`src/rtl/mrne_pkg.sv`:
```
`timescale 1ns / 1ps
// mrne_pkg: shared widths, round-kind codes and the flag struct for the
// mantissa round-to-nearest-even pipeline. No dependencies.
package mrne_pkg;

    localparam int LEN_W  = 7;   // mant_len and target_len width
    localparam int EXP_W  = 16;  // signed exponent width
    localparam int KIND_W = 2;   // round_kind width

    localparam logic [LEN_W-1:0]        TARGET_LEN_RST = 7'd53;
    localparam logic signed [EXP_W-1:0] EXP_MAX        = 16'sh7FFF;

    typedef enum logic [KIND_W-1:0] {
        RK_NONE = 2'd0,  // exact or no rounding
        RK_UP   = 2'd1,  // rounded up
        RK_DOWN = 2'd2   // dropped bits nonzero, truncated
    } t_round_kind;

    // rounding decision handed from the decide stage to the increment stage
    typedef struct packed {
        logic round_up;
        logic inexact;
    } t_rnd_flags;

endpackage

```
`src/rtl/mrne_mask.sv`:
```
`timescale 1ns / 1ps
// mrne_mask: pipeline stage 1, clamps the lengths, strips invalid low bits
// and builds the keep mask. Depends on mrne_pkg.
module mrne_mask #(
    parameter int MANT_BITS = 64
) (
    input  logic                               i_clk,
    input  logic                               i_rst_n,
    input  logic [mrne_pkg::LEN_W-1:0]         i_target_len,
    input  logic                               i_valid,
    output logic                               o_ready,
    input  logic [MANT_BITS-1:0]               i_mant,
    input  logic [mrne_pkg::LEN_W-1:0]         i_len,
    input  logic signed [mrne_pkg::EXP_W-1:0]  i_exp,
    output logic                               o_valid,
    input  logic                               i_ready,
    output logic [MANT_BITS-1:0]               o_mant,
    output logic [MANT_BITS-1:0]               o_keep,
    output logic                               o_need_round,
    output logic signed [mrne_pkg::EXP_W-1:0]  o_exp
);

    localparam logic [mrne_pkg::LEN_W-1:0] LEN_MAX = mrne_pkg::LEN_W'(MANT_BITS);
    localparam logic [MANT_BITS-1:0]       ONES    = {MANT_BITS{1'b1}};

    logic [mrne_pkg::LEN_W-1:0] len_c;
    logic [mrne_pkg::LEN_W-1:0] tgt_sat;
    logic [mrne_pkg::LEN_W-1:0] tgt_c;

    logic                              r_valid;
    logic [MANT_BITS-1:0]              r_mant;
    logic [MANT_BITS-1:0]              r_keep;
    logic                              r_need;
    logic signed [mrne_pkg::EXP_W-1:0] r_exp;

    always_comb begin
        len_c   = (i_len > LEN_MAX) ? LEN_MAX : i_len;
        tgt_sat = (i_target_len > LEN_MAX) ? LEN_MAX : i_target_len;
        // zero target behaves as one bit
        tgt_c   = (tgt_sat == '0) ? mrne_pkg::LEN_W'(1) : tgt_sat;
    end

    assign o_ready = !r_valid || i_ready;

    always_ff @(posedge i_clk) begin
        if (!i_rst_n) begin
            r_valid <= 1'b0;
        end else if (o_ready) begin
            r_valid <= i_valid;
        end
    end

    always_ff @(posedge i_clk) begin
        if (o_ready && i_valid) begin
            r_mant <= i_mant & ~(ONES >> len_c);
            r_keep <= ~(ONES >> tgt_c);
            r_need <= (len_c > tgt_c);
            r_exp  <= i_exp;
        end
    end

    assign o_valid      = r_valid;
    assign o_mant       = r_mant;
    assign o_keep       = r_keep;
    assign o_need_round = r_need;
    assign o_exp        = r_exp;

endmodule

```
`src/rtl/mrne_decide.sv`:
```
`timescale 1ns / 1ps
// mrne_decide: pipeline stage 2, extracts guard, sticky and kept LSB and
// decides round up or truncate. Depends on mrne_pkg.
module mrne_decide #(
    parameter int MANT_BITS = 64
) (
    input  logic                               i_clk,
    input  logic                               i_rst_n,
    input  logic                               i_valid,
    output logic                               o_ready,
    input  logic [MANT_BITS-1:0]               i_mant,
    input  logic [MANT_BITS-1:0]               i_keep,
    input  logic                               i_need_round,
    input  logic signed [mrne_pkg::EXP_W-1:0]  i_exp,
    output logic                               o_valid,
    input  logic                               i_ready,
    output logic [MANT_BITS-1:0]               o_kept,
    output logic [MANT_BITS-1:0]               o_keep,
    output logic [MANT_BITS-1:0]               o_lsb_mask,
    output mrne_pkg::t_rnd_flags               o_flags,
    output logic signed [mrne_pkg::EXP_W-1:0]  o_exp
);

    logic [MANT_BITS-1:0] guard_mask;
    logic [MANT_BITS-1:0] lsb_mask;
    logic [MANT_BITS-1:0] dropped;
    logic                 guard;
    logic                 sticky;
    logic                 lsb;
    mrne_pkg::t_rnd_flags n_flags;

    logic                              r_valid;
    logic [MANT_BITS-1:0]              r_kept;
    logic [MANT_BITS-1:0]              r_keep;
    logic [MANT_BITS-1:0]              r_lsb_mask;
    mrne_pkg::t_rnd_flags              r_flags;
    logic signed [mrne_pkg::EXP_W-1:0] r_exp;

    always_comb begin
        // first dropped position and last kept position
        guard_mask = {1'b1, i_keep[MANT_BITS-1:1]} & ~i_keep;
        lsb_mask   = i_keep & ~{i_keep[MANT_BITS-2:0], 1'b0};
        dropped    = i_mant & ~i_keep;
        guard      = |(i_mant & guard_mask);
        sticky     = |(dropped & ~guard_mask);
        lsb        = |(i_mant & lsb_mask);
        n_flags.round_up = i_need_round && guard && (sticky || lsb);
        n_flags.inexact  = i_need_round && (|dropped) && !n_flags.round_up;
    end

    assign o_ready = !r_valid || i_ready;

    always_ff @(posedge i_clk) begin
        if (!i_rst_n) begin
            r_valid <= 1'b0;
        end else if (o_ready) begin
            r_valid <= i_valid;
        end
    end

    always_ff @(posedge i_clk) begin
        if (o_ready && i_valid) begin
            r_kept     <= i_mant & i_keep;
            r_keep     <= i_keep;
            r_lsb_mask <= lsb_mask;
            r_flags    <= n_flags;
            r_exp      <= i_exp;
        end
    end

    assign o_valid    = r_valid;
    assign o_kept     = r_kept;
    assign o_keep     = r_keep;
    assign o_lsb_mask = r_lsb_mask;
    assign o_flags    = r_flags;
    assign o_exp      = r_exp;

endmodule

```
`src/rtl/mrne_incr.sv`:
```
`timescale 1ns / 1ps
// mrne_incr: pipeline stage 3, the mantissa increment, carry renormalize and
// saturating exponent bump; holds the output register. Depends on mrne_pkg.
module mrne_incr #(
    parameter int MANT_BITS = 64
) (
    input  logic                               i_clk,
    input  logic                               i_rst_n,
    input  logic                               i_valid,
    output logic                               o_ready,
    input  logic [MANT_BITS-1:0]               i_kept,
    input  logic [MANT_BITS-1:0]               i_keep,
    input  logic [MANT_BITS-1:0]               i_lsb_mask,
    input  mrne_pkg::t_rnd_flags               i_flags,
    input  logic signed [mrne_pkg::EXP_W-1:0]  i_exp,
    output logic                               o_valid,
    input  logic                               i_ready,
    output logic [MANT_BITS-1:0]               o_mant,
    output logic signed [mrne_pkg::EXP_W-1:0]  o_exp,
    output mrne_pkg::t_round_kind              o_kind
);

    logic [MANT_BITS:0]                sum;
    logic [MANT_BITS-1:0]              n_mant;
    logic signed [mrne_pkg::EXP_W-1:0] n_exp;
    mrne_pkg::t_round_kind             n_kind;

    logic                              r_valid;
    logic [MANT_BITS-1:0]              r_mant;
    logic signed [mrne_pkg::EXP_W-1:0] r_exp;
    mrne_pkg::t_round_kind             r_kind;

    always_comb begin
        sum    = {1'b0, i_kept} + {1'b0, i_lsb_mask};
        n_mant = i_kept;
        n_exp  = i_exp;
        n_kind = mrne_pkg::RK_NONE;
        if (i_flags.round_up) begin
            n_kind = mrne_pkg::RK_UP;
            if (sum[MANT_BITS]) begin
                // carry out: shift right with a leading one
                n_mant = {1'b1, sum[MANT_BITS-1:1]} & i_keep;
                if (i_exp != mrne_pkg::EXP_MAX) begin
                    n_exp = i_exp + mrne_pkg::EXP_W'(1);
                end
            end else begin
                n_mant = sum[MANT_BITS-1:0] & i_keep;
            end
        end else if (i_flags.inexact) begin
            n_kind = mrne_pkg::RK_DOWN;
        end
    end

    assign o_ready = !r_valid || i_ready;

    always_ff @(posedge i_clk) begin
        if (!i_rst_n) begin
            r_valid <= 1'b0;
        end else if (o_ready) begin
            r_valid <= i_valid;
        end
    end

    always_ff @(posedge i_clk) begin
        if (o_ready && i_valid) begin
            r_mant <= n_mant;
            r_exp  <= n_exp;
            r_kind <= n_kind;
        end
    end

    assign o_valid = r_valid;
    assign o_mant  = r_mant;
    assign o_exp   = r_exp;
    assign o_kind  = r_kind;

endmodule

```
`src/rtl/mantissa_round_nearest_even.sv`:
```
`timescale 1ns / 1ps
// mantissa_round_nearest_even: top level of the mantissa rounding pipeline.
// Depends on mrne_pkg, mrne_mask, mrne_decide and mrne_incr.
//
// Usage:
//   A left-aligned mantissa with its valid length and exponent enters on the
//   s_axis stream; the mantissa rounded to target_len bits (round to nearest,
//   ties to even), the exponent and the round kind leave on m_axis.
//   target_len is written on the cfg channel (i_cfg_valid/o_cfg_ready/
//   i_cfg_data), always ready; write it only while no transaction is in
//   flight. It resets to 53.
// Pipeline: three register stages; an accepted input transaction passes the
//   mask, decide and increment registers in turn, and m_axis_tvalid rises
//   when the increment register holds its result.
// Throughput: one transaction per cycle while m_axis_tready is high. Three
//   register stages (mask build, guard/sticky decision, 64-bit increment)
//   each carry a valid bit, and each stage refills as soon as the one after
//   it moves, so bubbles are squeezed out.
// Stall: when m_axis_tready is low the output holds; stages behind it keep
//   filling, and s_axis_tready drops only once all three stages are full.
// Reset (i_rst_n, synchronous, active low) empties the pipeline and loads
//   the default target length.
module mantissa_round_nearest_even #(
    parameter  int MANT_BITS = 64,
    // stream widths: fields packed from bit 0, padded to whole bytes
    localparam int IN_W  = ((MANT_BITS + mrne_pkg::LEN_W + mrne_pkg::EXP_W + 7) / 8) * 8,
    localparam int OUT_W = ((MANT_BITS + mrne_pkg::EXP_W + mrne_pkg::KIND_W + 7) / 8) * 8
) (
    input  logic                          i_clk,
    input  logic                          i_rst_n,
    // configuration: target_len
    input  logic                          i_cfg_valid,
    output logic                          o_cfg_ready,
    input  logic [mrne_pkg::LEN_W-1:0]    i_cfg_data,
    // input stream
    input  logic                          s_axis_tvalid,
    output logic                          s_axis_tready,
    // tdata from bit 0: mantissa_in, mant_len, exponent_in, zero pad
    input  logic [IN_W-1:0]               s_axis_tdata,
    // output stream
    output logic                          m_axis_tvalid,
    input  logic                          m_axis_tready,
    // tdata from bit 0: mantissa_out, exponent_out, round_kind, zero pad
    output logic [OUT_W-1:0]              m_axis_tdata
);

    localparam logic [mrne_pkg::LEN_W-1:0] LEN_MAX = mrne_pkg::LEN_W'(MANT_BITS);

    // configuration register
    logic [mrne_pkg::LEN_W-1:0] r_target_len;

    // input field slices
    logic [MANT_BITS-1:0]              in_mant;
    logic [mrne_pkg::LEN_W-1:0]        in_len;
    logic signed [mrne_pkg::EXP_W-1:0] in_exp;

    // stage 1 -> 2
    logic                              s1_valid;
    logic                              s1_ready;
    logic [MANT_BITS-1:0]              s1_mant;
    logic [MANT_BITS-1:0]              s1_keep;
    logic                              s1_need;
    logic signed [mrne_pkg::EXP_W-1:0] s1_exp;

    // stage 2 -> 3
    logic                              s2_valid;
    logic                              s2_ready;
    logic [MANT_BITS-1:0]              s2_kept;
    logic [MANT_BITS-1:0]              s2_keep;
    logic [MANT_BITS-1:0]              s2_lsb_mask;
    mrne_pkg::t_rnd_flags              s2_flags;
    logic signed [mrne_pkg::EXP_W-1:0] s2_exp;

    // stage 3 outputs
    logic [MANT_BITS-1:0]              out_mant;
    logic signed [mrne_pkg::EXP_W-1:0] out_exp;
    mrne_pkg::t_round_kind             out_kind;

    // keep mask of the current target, for the output check
    logic [mrne_pkg::LEN_W-1:0] chk_tgt;
    logic [MANT_BITS-1:0]       chk_keep;

    assign o_cfg_ready = 1'b1;

    always_ff @(posedge i_clk) begin
        if (!i_rst_n) begin
            r_target_len <= mrne_pkg::TARGET_LEN_RST;
        end else if (i_cfg_valid) begin
            r_target_len <= i_cfg_data;
        end
    end

    assign in_mant = s_axis_tdata[MANT_BITS-1:0];
    assign in_len  = s_axis_tdata[MANT_BITS +: mrne_pkg::LEN_W];
    assign in_exp  = s_axis_tdata[MANT_BITS + mrne_pkg::LEN_W +: mrne_pkg::EXP_W];

    mrne_mask #(
        .MANT_BITS (MANT_BITS)
    ) u_mask (
        .i_clk        (i_clk),
        .i_rst_n      (i_rst_n),
        .i_target_len (r_target_len),
        .i_valid      (s_axis_tvalid),
        .o_ready      (s_axis_tready),
        .i_mant       (in_mant),
        .i_len        (in_len),
        .i_exp        (in_exp),
        .o_valid      (s1_valid),
        .i_ready      (s1_ready),
        .o_mant       (s1_mant),
        .o_keep       (s1_keep),
        .o_need_round (s1_need),
        .o_exp        (s1_exp)
    );

    mrne_decide #(
        .MANT_BITS (MANT_BITS)
    ) u_decide (
        .i_clk        (i_clk),
        .i_rst_n      (i_rst_n),
        .i_valid      (s1_valid),
        .o_ready      (s1_ready),
        .i_mant       (s1_mant),
        .i_keep       (s1_keep),
        .i_need_round (s1_need),
        .i_exp        (s1_exp),
        .o_valid      (s2_valid),
        .i_ready      (s2_ready),
        .o_kept       (s2_kept),
        .o_keep       (s2_keep),
        .o_lsb_mask   (s2_lsb_mask),
        .o_flags      (s2_flags),
        .o_exp        (s2_exp)
    );

    mrne_incr #(
        .MANT_BITS (MANT_BITS)
    ) u_incr (
        .i_clk      (i_clk),
        .i_rst_n    (i_rst_n),
        .i_valid    (s2_valid),
        .o_ready    (s2_ready),
        .i_kept     (s2_kept),
        .i_keep     (s2_keep),
        .i_lsb_mask (s2_lsb_mask),
        .i_flags    (s2_flags),
        .i_exp      (s2_exp),
        .o_valid    (m_axis_tvalid),
        .i_ready    (m_axis_tready),
        .o_mant     (out_mant),
        .o_exp      (out_exp),
        .o_kind     (out_kind)
    );

    assign m_axis_tdata = OUT_W'({out_kind, out_exp, out_mant});

    always_comb begin
        chk_tgt  = (r_target_len > LEN_MAX) ? LEN_MAX : r_target_len;
        chk_tgt  = (chk_tgt == '0) ? mrne_pkg::LEN_W'(1) : chk_tgt;
        chk_keep = ~({MANT_BITS{1'b1}} >> chk_tgt);
    end

    // ready drops only with every stage occupied
    a_no_bubble_stall: assert property (@(posedge i_clk) disable iff (!i_rst_n)
        !s_axis_tready |-> (s1_valid && s2_valid && m_axis_tvalid))
        else $error("input stalled while the pipeline has a free stage");

    // pipeline empty right after reset
    a_reset_empty: assert property (@(posedge i_clk)
        (i_rst_n && $past(!i_rst_n)) |-> (!m_axis_tvalid && !s1_valid && !s2_valid))
        else $error("pipeline not empty after reset");

    // a transaction cannot be both rounded up and truncated
    a_flags_exclusive: assert property (@(posedge i_clk) disable iff (!i_rst_n)
        s2_valid |-> !(s2_flags.round_up && s2_flags.inexact))
        else $error("round-up and inexact both set");

    // bits below the target length are always cleared
    a_low_bits_clear: assert property (@(posedge i_clk) disable iff (!i_rst_n)
        m_axis_tvalid |-> ((out_mant & ~chk_keep) == '0))
        else $error("mantissa bits below target length not cleared");

endmodule

```
`config.mk`:
```
export PLATFORM = sky130hd
export DESIGN_NAME = mantissa_round_nearest_even
export DESIGN_NICKNAME = d
export VERILOG_FILES = /design/src/rtl/mrne_pkg.sv /design/src/rtl/mrne_mask.sv /design/src/rtl/mrne_decide.sv /design/src/rtl/mrne_incr.sv /design/src/rtl/mantissa_round_nearest_even.sv
export SDC_FILE = /design/constraint.sdc
export NUM_CORES = 1
export LEC_CHECK = 0
export BUFFER_PORTS_ARGS = -buffer_cell sky130_fd_sc_hd__buf_2
export CELL_PAD_IN_SITES_DETAIL_PLACEMENT = 1
export CELL_PAD_IN_SITES_GLOBAL_PLACEMENT = 1
export CORE_MARGIN = 8
export CORE_UTILIZATION = 40
export CTS_CLUSTER_DIAMETER = 120
export DETAILED_ROUTE_END_ITERATION = 6
export PLACE_DENSITY_LB_ADDON = 0.15
export SKIP_CTS_REPAIR_TIMING = 1
export SLEW_MARGIN = 5
export SYNTH_ARGS = -nofsm -noshare
export SYNTH_HDL_FRONTEND = slang
export SYNTH_SLANG_ARGS = --single-unit
```
`constraint.sdc`:
```
create_clock -name i_clk -period 51.5 [get_ports i_clk]
set_input_delay 5.15 -clock i_clk [delete_from_list [all_inputs] [get_ports i_clk]]
set_output_delay 5.15 -clock i_clk [all_outputs]
set_load 0.02 [all_outputs]
```
# == Word level (Yosys, flattened, before mapping) ==
# Cells that the tools add are included.
# word_totals
reg_bits,447
in_bits,100
output_inout_bits,91
# op_classes
n_addsub,2
n_lt_le_gt_ge,3
eq_ne,1
shift,2
n_mux,9
bitwise_logic,15
reduce_logical,20
# op_table
cell,n
bitwise AND 64 bit,10
inverter 64 bit,5
OR reduction 64 bit,4
two-way mux 64 bit,2
right shift 64 x 7 -> 64 bit (first input constant),2
adder 64 x 64 -> 65 bit,1
two-way mux 16 bit,3
two-way mux 7 bit,3
adder 16 x 2 -> 16 bit (second input constant),1
!= test 16 bit (second input constant),1
> comparator 7 bit (second input constant),2
> comparator 7 bit,1
logical AND 1 bit,7
logical NOT 7 bit,1
logical NOT 1 bit,4
logical OR 1 bit,4
two-way mux 2 bit,1

# == Longest topological paths before layout ==
# Gate-level depths: netlist of run 1.
# logic_depth
word_depth,9
mapped_depth,16

# == By module ==
# Synthesis of run 1 repeated with hierarchy kept, for this count alone.
# unflattened
hier_cells,2129
area_unflattened_um2,24081.8
# by_module_without_submodules
mod,instances,cells_per_inst,area_each_um2,seq_area_each_um2
mrne_decide,1,621,8954.8,6296.0
mrne_incr,1,1007,8612.0,2482.4
mrne_mask,1,470,6199.7,4374.2
mantissa_round_nearest_even,1,31,315.3,140.1

# == Least setup slack after synthesis of run 1 ==
# Ideal clock, no wire load.
# synth_path
path_type,input to register
start,in m_axis_tready
end,"reg u_decide.r_exp, in the netlist u_decide.o_exp[0], enable pin"
t_arrival_ns,20.294
required_ns,50.402
path_slack_ns,30.108
cell_stages,2
path_buffers,0
path_cell_list,nor2b_1 a21boi_0
# synth_via
elab_chain_len,3
# synth_lines
item,line,rtl
"start, declared",mantissa_round_nearest_even.sv:42,"input logic m_axis_tready,"
logical OR 1 bit,mrne_incr.sv:54,assign o_ready = !r_valid || i_ready;
logical OR 1 bit,mrne_decide.sv:51,assign o_ready = !r_valid || i_ready;
logical AND 1 bit,mrne_decide.sv:62,if (o_ready && i_valid) begin
"end signal, assigned",mrne_decide.sv:67,r_exp <= i_exp;
"end, declared",mrne_decide.sv:37,logic signed [mrne_pkg::EXP_W-1:0] r_exp;
# Every way passes these cells.
# A chain may end at the register's enable or synchronous reset.

# == Worst setup path in the final report of run 1 ==
# layout_path
start,in m_axis_tready
end,out s_axis_tready
# layout_via
elab_chain_len,3
# layout_lines
item,line,rtl
logical OR 1 bit,mrne_incr.sv:54,
logical OR 1 bit,mrne_decide.sv:51,
logical OR 1 bit,mrne_mask.sv:43,assign o_ready = !r_valid || i_ready;
"end, declared",mantissa_round_nearest_even.sv:37,"output logic s_axis_tready,"
# Every way passes these cells.

==> flow_summary.json, run 1 <==
{
  "cpPeakStageDelay_ps": 580,
  "layout.nets": 2398,
  "first_global_vias": 18366,
  "routedWlPerCell_um": 29.8,
  "cpMostUsedCell": "buf_2",
  "setup_viol": 0,
  "ys_seq_elements": 446,
  "fillCellCount": 6232,
  "netlist_top_cells_count": "edfxtp_1 (436), nand2_1 (227), o21ai_0 (120), nor2_1 (116), a21oi_1 (114)",
  "vias_per_cell": 5.88,
  "crit_slowest_cell": "nor2b_1",
  "synth-edff-count": 436,
  "antenna_found_initial": 5,
  "dp_hpwl_um": 72700,
  "period_share_pct": 22.1,
  "post_dp_cell_area_sq_um": 25000,
  "drt_iter0_drc": 1589,
  "drive_above_1_share_pct": 13.6,
  "rsz0062_at_grt": "false",
  "synthArstFlopShare_pct": 0,
  "die_x_um": 258,
  "cp.arrival_ps": 6230,
  "grt_max_degree": 76,
  "clk_latency_ps": 590,
  "row_count": 88,
  "finalPower_mw": 0.952,
  "coreArea_sq_um": 57700,
  "yosys_warnings": 0,
  "slew_headroom_pct": 27.3,
  "hold_path_class": "flop to flop",
  "cts_tree": "done",
  "skew_ps": 12.9,
  "cp_max_fo": 6,
  "clock_sinks": 446,
  "final_util_pct": 46.3,
  "syn-cell-area_sq_um": 23400,
  "max-clock-path-buffers": 3,
  "fin_tns_setup_ps": 0,
  "fin_cells": 3032,
  "ys_types": 88,
  "design_area_sq_um": 26700,
  "fin_crit_ps": 11380,
  "synth.avg_cell_area_sq_um": 11.4,
  "path_class": "input pin to output pin",
  "synth.most_common_cell": "edfxtp_1",
  "htree_num_levels": 2,
  "start_util_pct": 40.5,
  "synth_top_area_share_pct": 56.0,
  "firstDrtPassIters": 5,
  "worst_pin_slew_ps": 1060,
  "finalMaxSlewViolations": 0,
  "clockRootBuffer": "clkbuf_16",
  "ys_seq_area_share_pct": 56.9,
  "place_ws_ps": 40120,
  "grt_pass1_wl_um": 129000,
  "placedCellCount": 2939,
  "cap_viol_max_count": 0,
  "die_y_um": 258,
  "cts_buffers": 50,
  "max_freq_ghz": 0.0879,
  "holdWs_ps": 418,
  "numPortBuffers": 182,
  "synthCells": 2053,
  "routabilityCongestion": 0.990,
  "vias": 17834,
  "overflow": 0,
  "hold_viol_final": 0,
  "drcViolationCount": 0,
  "critPathRequiredTime_ps": 46350,
  "fin_ws_ps": 40120,
  "cp-start-kind": "input pin",
  "pin_count": 191,
  "area_growth_pct": 14.3,
  "synthFlopType": "edfxtp_1",
  "worstPathCellList": "buf_2 > nor2b_1 > nand3_1 > buf_2",
  "peakVddDrop_uv": 22.1,
  "ant_nets": 0,
  "p_per_area_nw_per_um2": 35.6,
  "status": "complete, no violations",
  "end_kind": "output pin",
  "synthTopCellsByArea": "edfxtp_1 (56%), ha_1 (3.8%), nand2_1 (3.6%), o21ai_0 (2.6%), a21oi_1 (2.4%)",
  "synth.largest_area_cell": "edfxtp_1",
  "p_leak_nw": 9.94,
  "grt.total_usage_pct": 26.2,
  "die-area_sq_um": 66400,
  "cts.clk_slew.worst_paths_ps": 60,
  "wl_um": 90200
}
cells by family (layout without fill, tap and decap cells):
group	count (synthesis)	after routing	synth area share (%)
xor gates and xnor gates	73	73	2.73
buffers and inverters	160	365	2.93
DFF	446	446	56.9
AOI/OAI and AO/OA	555	555	16.3
muxes	57	57	2.50
adders and majority gates	72	72	3.89
other	2	11	0.0321
and+or+nand+nor	688	688	14.8
worst max-delay path, delay by kind of cell:
family	cells	cell delay, ps
AND/OR/NAND/NOR	2	770
buffers and inverters	2	300
state kept, by name, summed over array words and instances, names as in the netlist:
signal,cells
u_decide.o_valid,1
u_mask.o_keep,64
u_decide.o_lsb_mask,64
r_target_len,7
u_decide.o_kept,64
u_mask.o_mant,64
u_mask.o_valid,1
u_incr.o_valid,1
u_incr.o_mant,64
u_mask.o_need_round,1
u_mask.o_exp,16
u_incr.o_exp,16
u_decide.o_keep,63
u_decide.o_flags,2
u_decide.o_exp,16
u_incr.o_kind,2
layout by cell type, fill, tap and decap left out, types with 50 or more instances in the layout:
cell type,Yosys,final
nor2_1,116,116
nor2b_1,81,80
buf_2,7,182
and2_1,71,71
inv_1,73,72
xnor2_1,51,51
nand2_1,227,227
edfxtp_1,436,436
mux2i_1,52,52
a21oi_1,114,114
nand4_1,50,50
clkbuf_16,0,51
ha_1,71,71
o21ai_0,120,120
metal layers:
layer,vias up,share of wire [%],track usage (%)
met5,-,0,0
met3,143,5.7,3.69
met2,694,46,42.8
li1,8056,-,-
met1,8941,44,36.0
met4,0,3.4,8.28
path summary, 6_finish.rpt:
path	slack [ps]	cells after the start	from	endpoint
max	40120	4	m_axis_tready	s_axis_tready
min	420	0	u_mask.o_exp[14]	u_decide.o_exp[14]
max reg2reg	46340	12	u_decide.o_kept[13]	u_incr.o_mant[62]
min reg2reg	420	0	u_mask.o_exp[14]	u_decide.o_exp[14]
power breakdown:
part | switching, mW | total (mW) | internal [mW]
combinational | 0.0862 | 0.133 | 0.0469
sequential | 0.0265 | 0.450 | 0.423
clock | 0.144 | 0.369 | 0.225
total | 0.256 | 0.952 | 0.695
layout make-up:
type                            instances  area [sq um]  area share (%)
Multi-Input combinational cell       1453          9460            35.4
Tap cell                              765           957            3.58
Timing Repair Buffer                  201          1050            3.94
Inverter                               74           278            1.04
Clock inverter                         29           362            1.35
Clock buffer                           61          1310            4.92
Sequential cell                       446         13300            49.7
Antenna cell                            3          7.51          0.0281
(Power assumes the default switching activity.)
==> run 2: changes to the inputs <==
Settings changed: ABC_AREA set to 1.
Clock period 51.5 ns to 11.29 ns, I/O delays scaled along.
==> run 2 against run 1 <==
Combinational power grew to 5.2 times the previous value. Wire length grew 19%. Core utilization shrank 0.66 points. Largest cell class unchanged. Highest routed layer unchanged. Critical path type is now flop to flop. Via count grew 27%. First-iteration DRC count grew 28%. Synthesized area grew 11%.
==> flow_summary.json, run 2 <==
{
  "status": "complete, no violations",
  "first_global_vias": 23087,
  "worstPathCellList": "ha_1 > nand2_1 > nor2_1 > nand2_1 > inv_1 > nand2_1 > nand2_2 > nand2_1 > nand2_2 > nand2_2 > nand2_4 > nand3_1 > nand3b_1 > nand2_1",
  "pin_count": 191,
  "grt_pass1_wl_um": 155000,
  "drive_above_1_share_pct": 8.69,
  "min_from": "u_mask.o_exp[13]",
  "worstHoldPathCells": 0,
  "hold_viol_final": 0,
  "slew_headroom_pct": 26.9,
  "period_share_pct": 34.7,
  "cts_tree": "done",
  "synth.most_common_cell": "nand2_1",
  "vias_per_cell": 5.26,
  "ant_nets": 0,
  "synth_top_area_share_pct": 50.7,
  "hold_end": "u_decide.o_exp[13]",
  "clockRootBuffer": "clkbuf_16",
  "combinationalPowerShare_pct": 16.0,
  "seq_area_sq_um": 13300,
  "finalMaxSlewViolations": 0,
  "ys_seq_elements": 446,
  "rr_worst_depth": 14,
  "skew_ps": 40.4,
  "row_count": 93,
  "routabilityCongestion": 1.00,
  "max_freq_ghz": 0.255,
  "rr_endpoint": "u_incr.o_mant[55]",
  "fin_crit_ps": 3920,
  "p_int_mw": 3.04,
  "p_leak_nw": 14.0,
  "cpPeakStageDelay_ps": 750,
  "area_growth_pct": 13.3,
  "multi_input_area_sq_um": 10100,
  "holdWs_ps": 420,
  "cap_viol_max_count": 0,
  "max-clock-path-buffers": 3,
  "synthCells": 3214,
  "vias": 22650,
  "final_cell_mix": "nand2_1 (1,174), inv_1 (585), edfxtp_1 (436)",
  "numPortBuffers": 182,
  "hold_path_class": "flop to flop",
  "wl_um": 108000,
  "dr_wl_met3_um": 6060,
  "critPathBufInv": 1,
  "synth.largest_area_cell": "edfxtp_1",
  "cp-start-kind": "flop",
  "antennaDiodeCount": 0,
  "worst_pin_slew_ps": 1100,
  "r2r-start": "u_decide.o_kept[11]",
  "setup_viol": 0,
  "critPathRequiredTime_ps": 11640,
  "drt_iter0_drc": 2026,
  "p_per_area_nw_per_um2": 149,
  "drcViolationCount": 0,
  "fin_tns_setup_ps": 0,
  "cts.clk_slew.worst_paths_ps": 60,
  "layout.nets": 3586,
  "synth-edff-count": 436,
  "clock_sinks": 446,
  "die_y_um": 270,
  "start_util_pct": 40.3,
  "p_seq_share_pct": 46.4,
  "power_switching_mw": 1.31,
  "die-area_sq_um": 73000,
  "wl_met2_um": 49400,
  "netlist_top_cells_count": "nand2_1 (1,174), inv_1 (587), edfxtp_1 (436), nor2_1 (261), nand3_1 (119)",
  "r2r_slack_ps": 7370,
  "synthTopCellsByArea": "edfxtp_1 (51%), nand2_1 (17%), inv_1 (8.5%), nor2_1 (3.8%), ha_1 (3.4%)",
  "ys_types": 48,
  "clk_latency_ps": 620,
  "cp.arrival_ps": 4270,
  "fillCellCount": 7837,
  "crit_slowest_cell": "nand2_4",
  "dp_hpwl_um": 89100,
  "coreArea_sq_um": 64100,
  "final_common_cell": "nand2_1",
  "path_class": "flop to flop",
  "routedWlPerCell_um": 25.0,
  "die_x_um": 270,
  "grt.total_usage_pct": 28.6,
  "end_kind": "flop",
  "grt_max_degree": 81,
  "switching_share_pct": 30.0,
  "wl_met1_um": 48000,
  "synth.avg_cell_area_sq_um": 8.04,
  "cpMostUsedCell": "nand2_1",
  "peakVddDrop_uv": 145,
  "clkPwrFrac_pct": 37.6,
  "cp_max_fo": 78,
  "synthArstFlopShare_pct": 0,
  "cts_buffers": 50,
  "firstDrtPassIters": 5,
  "yosys_warnings": 0,
  "synthFlopType": "edfxtp_1",
  "rsz0062_at_grt": "false",
  "routed.top_layer": "met4",
  "htree_num_levels": 2,
  "overflow": 0,
  "ys_seq_area_share_pct": 51.4,
  "syn-cell-area_sq_um": 25800,
  "antenna_found_initial": 1,
  "path_delay_family": "simple AND/OR/NAND/NOR gates"
}
[run 2: worst max path at each step]
stage | from | end | slack (ps) | depth (start not counted)
floorplan | m_axis_tready | u_decide.o_exp[0] | 5310 | 6
global placement | m_axis_tready | u_decide.o_kept[63] | 7160 | 9
detailed placement | m_axis_tready | u_decide.o_kept[56] | 6970 | 9
CTS | u_decide.o_kept[11] | u_incr.o_mant[55] | 7370 | 14
global route | u_decide.o_kept[1] | u_incr.o_exp[5] | 7120 | 16
finish | u_decide.o_kept[11] | u_incr.o_mant[55] | 7370 | 14
[run 2: kinds of logic after synthesis]
family | Yosys count | share of synthesized area (%)
simple gates | 1702 | 26.9
buf+inv | 646 | 9.71
flops | 446 | 51.4
compound gates | 304 | 6.92
fa+ha+maj | 72 | 3.52
xor+xnor | 42 | 1.42
other cells | 2 | 0.0291
[run 2: layer usage]
| layer | vias to the layer above | track usage, % |
|---|---|---|
| met1 | 11020 | 39.2 |
| met5 | - | 0 |
| li1 | 10714 | - |
| met2 | 758 | 46.8 |
| met3 | 158 | 3.03 |
| met4 | 0 | 10.1 |
[run 2: metrics by stage]
stage	power (mW)	utilization, %	cell area (sq um)	setup WS [ps]	instances
2_1_floorplan	2.44	-	25900	5310	3220
3_3_place_gp	2.72	43.2	27700	7160	4217
3_5_place_dp	2.73	43.2	27700	6970	4217
4_1_cts	4.37	45.7	29300	7370	4309
5_1_grt	4.49	45.7	29300	7120	4309
6_report	4.35	45.7	29300	7370	4309
[run 2: area by class of cell]
class | count | area share (%)
multi-input combinational | 2128 | 34.4
sequential | 446 | 45.4
clock buffer | 63 | 4.51
clock inverter | 29 | 0.983
tap | 855 | 3.65
timing repair buffer | 191 | 3.34
inverter | 597 | 7.70
[run 2: power groups by stage]
stage / Sequential (mW) / Clock, mW / Combinational (mW)
floorplan: 2.01 / 0 / 0.429
global placement: 2.04 / 0 / 0.671
detailed placement: 2.05 / 0 / 0.688
CTS: 2.01 / 1.66 / 0.692
global route: 2.02 / 1.71 / 0.763
finish: 2.02 / 1.63 / 0.698
